==> config.mk <==
export PLATFORM = sky130hd
export DESIGN_NAME = zgic_core
export DESIGN_NICKNAME = d
export VERILOG_FILES = /design/src/sv/zgic_pkg.sv /design/src/sv/zgic_core.sv
export SDC_FILE = /design/constraint.sdc
export NUM_CORES = 1
export LEC_CHECK = 0
export BUFFER_PORTS_ARGS = -buffer_cell sky130_fd_sc_hd__buf_2
export CAP_MARGIN = 10
export CORE_ASPECT_RATIO = 0.6
export CORE_MARGIN = 5
export CORE_UTILIZATION = 50
export CTS_CLUSTER_DIAMETER = 100
export DETAILED_ROUTE_END_ITERATION = 8
export HOLD_SLACK_MARGIN = 0.15
export PLACE_DENSITY = 0.76
export SETUP_SLACK_MARGIN = 0.15
export SYNTH_ARGS = -nofsm -noshare
export SYNTH_HDL_FRONTEND = slang
export SYNTH_SLANG_ARGS = --single-unit
==> constraint.sdc <==
create_clock -name clock -period 13.4 [get_ports clock]
set_input_delay 0.67 -clock clock [delete_from_list [all_inputs] [get_ports clock]]
set_output_delay 0.67 -clock clock [all_outputs]
set_load 0.03 [all_outputs]
==> src/sv/zgic_pkg.sv <==
// Shared types, codes and checksum helper functions for the zlib/gzip integrity checker.
`default_nettype none

package zgic_pkg;

   localparam logic [1:0] CMD_BEGIN   = 2'd0;
   localparam logic [1:0] CMD_DATA    = 2'd1;
   localparam logic [1:0] CMD_TRAILER = 2'd2;

   localparam logic [1:0] MODE_RAW  = 2'd0;
   localparam logic [1:0] MODE_ZLIB = 2'd1;
   localparam logic [1:0] MODE_GZIP = 2'd2;

   localparam logic [2:0] STATUS_OK           = 3'd0;
   localparam logic [2:0] STATUS_HEADER_BAD   = 3'd1;
   localparam logic [2:0] STATUS_METHOD_BAD   = 3'd2;
   localparam logic [2:0] STATUS_CHECK_BAD    = 3'd3;
   localparam logic [2:0] STATUS_SIZE_BAD     = 3'd4;

   localparam logic [16:0] ADLER_MOD      = 17'd65521;
   localparam logic [31:0] CRC_POLY       = 32'hEDB88320;
   localparam logic [31:0] ALL_ONES       = 32'hFFFFFFFF;
   localparam logic [3:0]  METHOD_DEFLATE = 4'd8;

   typedef struct packed {
      logic [1:0]  cmd;
      logic [7:0]  data_byte;
      logic [15:0] header_word;
      logic [31:0] trailer_check;
      logic [31:0] trailer_size;
   } req_payload_type;

   typedef struct packed {
      logic [2:0]  status;
      logic [31:0] running_check;
   } rsp_payload_type;

   // One byte through the reflected CRC-32, bit by bit.
   function automatic logic [31:0] crc_byte(input logic [31:0] crc, input logic [7:0] b);
      logic [31:0] c;
      c = crc ^ {24'd0, b};
      for (int k = 0; k < 8; k++) begin
         c = c[0] ? ((c >> 1) ^ CRC_POLY) : (c >> 1);
      end
      return c;
   endfunction

   // As 32 is one more than 31, summing the 5-bit digits keeps the residue modulo 31.
   function automatic logic header_divisible(input logic [15:0] hdr);
      logic [6:0] s1;
      logic [5:0] s2;
      s1 = {2'd0, hdr[4:0]} + {2'd0, hdr[9:5]} + {2'd0, hdr[14:10]} + {6'd0, hdr[15]};
      s2 = {1'b0, s1[4:0]} + {4'd0, s1[6:5]};
      return (s2 == 6'd0) || (s2 == 6'd31);
   endfunction

endpackage

`default_nettype wire

==> src/sv/zgic_core.sv <==
// Checksum state, combinational update logic and the result register.
`default_nettype none

module zgic_core (
   input  wire logic                     clock,
   input  wire logic                     reset,
   input  wire logic                     csr_write_enable,
   input  wire logic [1:0]               csr_write_data,
   input  wire logic                     stage_valid,
   input  wire zgic_pkg::req_payload_type stage_payload,
   output logic                          stage_take,
   output logic                          rsp_valid,
   input  wire logic                     rsp_stall,
   output zgic_pkg::rsp_payload_type     rsp_payload
);
   import zgic_pkg::*;

   logic [1:0]      mode_ff;
   logic [15:0]     adler_low_ff, adler_low_in;
   logic [15:0]     adler_high_ff, adler_high_in;
   logic [31:0]     crc_ff, crc_in;
   logic [31:0]     total_ff, total_in;
   logic            rsp_valid_ff, rsp_valid_in;
   rsp_payload_type rsp_payload_ff, rsp_payload_in;

   logic            zlib_mode, gzip_mode;
   logic [16:0]     low_sum, low_mod;
   logic [16:0]     high_sum, high_mod;

   assign zlib_mode  = (mode_ff == MODE_ZLIB);
   assign gzip_mode  = (mode_ff == MODE_GZIP);
   assign stage_take = stage_valid && (!rsp_valid_ff || !rsp_stall);

   always_comb begin
      rsp_valid_in = rsp_valid_ff;
      if (stage_take) begin
         rsp_valid_in = 1'b1;
      end else if (!rsp_stall) begin
         rsp_valid_in = 1'b0;
      end
   end

   always_comb begin
      adler_low_in  = adler_low_ff;
      adler_high_in = adler_high_ff;
      crc_in        = crc_ff;
      total_in      = total_ff;
      rsp_payload_in.status = STATUS_OK;

      low_sum  = {1'b0, adler_low_ff} + {9'd0, stage_payload.data_byte};
      low_mod  = (low_sum >= ADLER_MOD) ? (low_sum - ADLER_MOD) : low_sum;
      high_sum = {1'b0, adler_high_ff} + low_mod;
      high_mod = (high_sum >= ADLER_MOD) ? (high_sum - ADLER_MOD) : high_sum;

      case (stage_payload.cmd)
         CMD_BEGIN: begin
            adler_low_in  = 16'd1;
            adler_high_in = 16'd0;
            crc_in        = ALL_ONES;
            total_in      = 32'd0;
            if (zlib_mode) begin
               if (!header_divisible(stage_payload.header_word)) begin
                  rsp_payload_in.status = STATUS_HEADER_BAD;
               end else if (stage_payload.header_word[11:8] != METHOD_DEFLATE) begin
                  rsp_payload_in.status = STATUS_METHOD_BAD;
               end
            end
         end
         CMD_DATA: begin
            if (zlib_mode) begin
               adler_low_in  = low_mod[15:0];
               adler_high_in = high_mod[15:0];
            end else if (gzip_mode) begin
               crc_in   = crc_byte(crc_ff, stage_payload.data_byte);
               total_in = total_ff + 32'd1;
            end
         end
         CMD_TRAILER: begin
            if (zlib_mode) begin
               if (stage_payload.trailer_check != {adler_high_ff, adler_low_ff}) begin
                  rsp_payload_in.status = STATUS_CHECK_BAD;
               end
            end else if (gzip_mode) begin
               if (stage_payload.trailer_check != (crc_ff ^ ALL_ONES)) begin
                  rsp_payload_in.status = STATUS_CHECK_BAD;
               end else if (stage_payload.trailer_size != total_ff) begin
                  rsp_payload_in.status = STATUS_SIZE_BAD;
               end
            end
         end
         default: begin
         end
      endcase

      if (zlib_mode) begin
         rsp_payload_in.running_check = {adler_high_in, adler_low_in};
      end else if (gzip_mode) begin
         rsp_payload_in.running_check = crc_in;
      end else begin
         rsp_payload_in.running_check = 32'd0;
      end
   end

   always_ff @(posedge clock) begin
      if (reset) begin
         mode_ff       <= MODE_RAW;
         adler_low_ff  <= 16'd1;
         adler_high_ff <= 16'd0;
         crc_ff        <= ALL_ONES;
         total_ff      <= 32'd0;
         rsp_valid_ff  <= 1'b0;
      end else begin
         if (csr_write_enable) begin
            mode_ff <= csr_write_data;
         end
         if (stage_take) begin
            adler_low_ff  <= adler_low_in;
            adler_high_ff <= adler_high_in;
            crc_ff        <= crc_in;
            total_ff      <= total_in;
         end
         rsp_valid_ff <= rsp_valid_in;
      end
      if (stage_take) begin
         rsp_payload_ff <= rsp_payload_in;
      end
   end

   assign rsp_valid   = rsp_valid_ff;
   assign rsp_payload = rsp_payload_ff;

endmodule

`default_nettype wire

==> results.txt <==
Hold Crit Class -> primary input to register
Commonest cells after routing, fill and taps aside -> buf_2, xor2_1, xnor2_1, dfxtp_1, nand2_1
Clock sink count -> 134
Hold Crit Start -> stage_valid
Switching share of power -> 32.0%
Critical path cell sequence -> ha_1 > inv_1 > fa_1 > nand2b_1 > a211o_2 > a21oi_1 > xnor2_1 > o211a_1 > nand4_1 > nand2_1 > mux2i_1 > inv_1 > fa_1 > nand2b_1 > a21oi_1 > o31ai_1 > and2_1 > o311ai_1 > nand3b_1 > nor3_2 > o21ai_0 > xnor2_1 > o221ai_1
Placed insts -> 1,563
Worst r2r path cells -> 23
Worst R2R Setup Slack -> 5920 ps
Max frequency -> 134 MHz
Die W -> 195 um
Overall routing resource usage -> 30.1%
IO buf count -> 133
Flop pwr share -> 35.8%
R2R Path Start -> adler_low_ff[0]
Sequential Area -> 3030 sq um
Final setup violation count -> 0
Grt total ovfl -> 0
Post-route ant nets -> 0
Root Buffer -> clkbuf_16
Internal power -> 0.000834 W
Latest clock arrival within the worst-skew pair -> 450 ps
Post-Synth XOR/XNOR Area -> 21.2%
Comb power frac -> 23.4%
Chip height -> 121 um
WL final -> 36,400 um
Pins Over Slew Limit -> 0
Crit path launch type -> register
First-pass GRT wire length -> 53,700 um
Synth area leader -> dfxtp_1
Slowest cell on crit path -> nor3_2
DRT iter0 DRCs -> 1,608
Crit path max-delay family -> compound AO/OA/AOI/OAI gates
Sequential share of the synthesized area -> 29.6%
Post-synthesis mux area share -> 0.489%
Commonest non-fill, non-tap cell in the layout -> buf_2
CTS max path bufs -> 2
Clock share of power -> 40.8%
Yosys warns -> 0
Setup Skew -> 12.6 ps
Critical path class -> register to register
Starting Density -> 51.0%
FFs w/ async S/R, synth -> 0%
RSZ-0062 raised after global routing -> false
Vias/cell -> 6.19
Post-detail-place hpwl -> 28,300 um
# hold bufs at CTS -> 0
Largest cells by area after synthesis -> dfxtp_1, xor2_1, xnor2_1
Area delta synth->final -> 14.7%
GPL Wtd Cong -> 0.997
Row count -> 40
Non-Filler Instances -> 1,597
Die area -> 23,500 sq um
Synthesized area per cell -> 8.50 sq um
Largest stage delay, worst path -> 780 ps
Wire per inst -> 22.8 um
Synth unique cells -> 83
CTS tree -> built
Sw power -> 0.000393 W
Synth Flop Type -> dfxtp_1
Status -> finished clean
Net count after synthesis -> 1,347
Synth Cell Area -> 10,200 sq um
Main combinational cell family by area after synthesis -> XOR/XNOR gates
Worst Setup End Kind -> register
Leak -> 4.89 nW
Resize count post-CTS -> 0
Number of nets in the layout -> 1,452
PwrDens -> 105 nW/um^2
Footprint of the multi-input gates -> 6810 sq um
Worst Path Arrival -> 7630 ps
CP required -> 13,540 ps
CP bufs+invs -> 2
Fillers -> 1,840
Adder-Cell Fraction of Synth Area -> 6.26%
First-pass iteration count of the detailed router -> 8
Number of synthesized register bits -> 134
Max cap viols -> 0
Final critical-path required period -> 7480 ps
CP Max Fanout -> 15
IO Pins -> 134
H-tree levels -> 4
Min-Delay Endpoint -> rsp_valid
Synth Area in Simple Gates -> 17.3%
Initial antenna violation count -> 3
Residual DRC -> 0
Setup bufs post-CTS -> 0
Vias -> 9,891
Top-area cell type share of the netlist area -> 19.4%
CTS Buf Count -> 17
Maximum VDD drop -> 0.0973 mV
Share of cells above drive strength 1 -> 16.1%
Slew @ Worst Pin -> 1010 ps
Worst Hold Path Cells -> 3
Post-Syn Instances -> 1,205
Setup_tns -> 0 ps
Post-synth EDFFs -> 35
Largest net degree at the start of global routing -> 60
Final Hold Fails -> 0
Final period utilization -> 55.8%
Compound-Gate Fraction of Synth Area -> 21.1%
CTS clk-pin slew, worst paths -> 60 ps
Slew margin rel. -> 32.2%
CORE AREA -> 20,100 sq um
Critical R2R Capture -> rsp_payload[19]
Number of global-route vias before repair -> 8,826
## cells by family (layout without fill, tap and decap cells)
kind of cell | Yosys count | in the layout
and+or+nand+nor | 352 | 352
AOI/OAI and AO/OA | 315 | 315
xor gates and xnor gates | 248 | 248
DFF | 134 | 134
buffers and inverters | 105 | 223
adders and majority gates | 46 | 46
muxes | 5 | 5
other | 0 | 1
## layout make-up
cell class	instances	area share (%)
antenna	1	0.0213
sequential	134	25.8
inverter	43	1.37
timing repair buffer	148	6.63
multi-input combinational	966	58.0
clock buffer	19	3.77
clock inverter	13	1.46
tap	273	2.91
## worst min-delay path, stage by stage
cell     delay [ps]
buf_2            90
a21oi_1          40
nor2_1           70
## through the flow
stage	power, W	instance area (sq um)	setup WS, ps	util, %	hold WS (ps)
floorplan	0.000633	10200	7410	-	471
global placement	0.000721	11100	6030	55.4	490
detailed placement	0.000724	11100	5830	55.4	510
CTS	0.00122	11700	6120	58.4	438
global route	0.00126	11700	5360	58.5	452
finish	0.00123	11700	5920	58.5	451
## synthesized netlist by cell type (all sizes together), types with 14 or more instances
cell / n
xor2: 127
nor4: 25
nor2: 94
clkbuf: 49
inv: 43
o21ai: 86
dfxtp: 99
nand2b: 24
xnor2: 121
o22ai: 15
nand3: 23
edfxtp: 35
nand2: 94
nand4: 22
and3: 14
a21oi: 64
ha: 36
## layer usage
metal | vias up | share of wire [%] | GRT usage, %
met2 | 647 | 38 | 38.8
met1 | 4648 | 45 | 46.1
met4 | 4 | 1.7 | 6.50
met5 | - | 0.066 | 0
li1 | 4540 | - | -
met3 | 52 | 15 | 12.0
## worst max-delay path by stage
stage / startpoint / end / slack (ps) / cells after the start
after floorplan: stage_payload[80] / rsp_payload[28] / 7410 / 25
after global placement: stage_payload[80] / rsp_payload[28] / 6030 / 24
after detailed placement: stage_payload[80] / rsp_payload[28] / 5830 / 24
after CTS: adler_low_ff[0] / rsp_payload[28] / 6120 / 23
after global routing: adler_low_ff[0] / rsp_payload[29] / 5360 / 24
final: adler_low_ff[0] / rsp_payload[19] / 5920 / 23
## power groups by stage
stage          Clock, W  Sequential (W)  Combinational, W
6_report       0.000501        0.000440          0.000287
5_1_grt        0.000519        0.000441          0.000304
4_1_cts        0.000503        0.000439          0.000278
3_5_place_dp          0        0.000448          0.000276
3_3_place_gp          0        0.000448          0.000273
2_1_floorplan         0        0.000461          0.000172
## registers in the layout, indices dropped and copies added, names as in the netlist
| signal | cells |
|---|---|
| mode_ff | 2 |
| adler_low_ff | 16 |
| total_ff | 32 |
| crc_ff | 32 |
| rsp_payload | 35 |
| rsp_valid | 1 |
| adler_high_ff | 16 |
No activity file was read; power rests on OpenSTA's default activity.
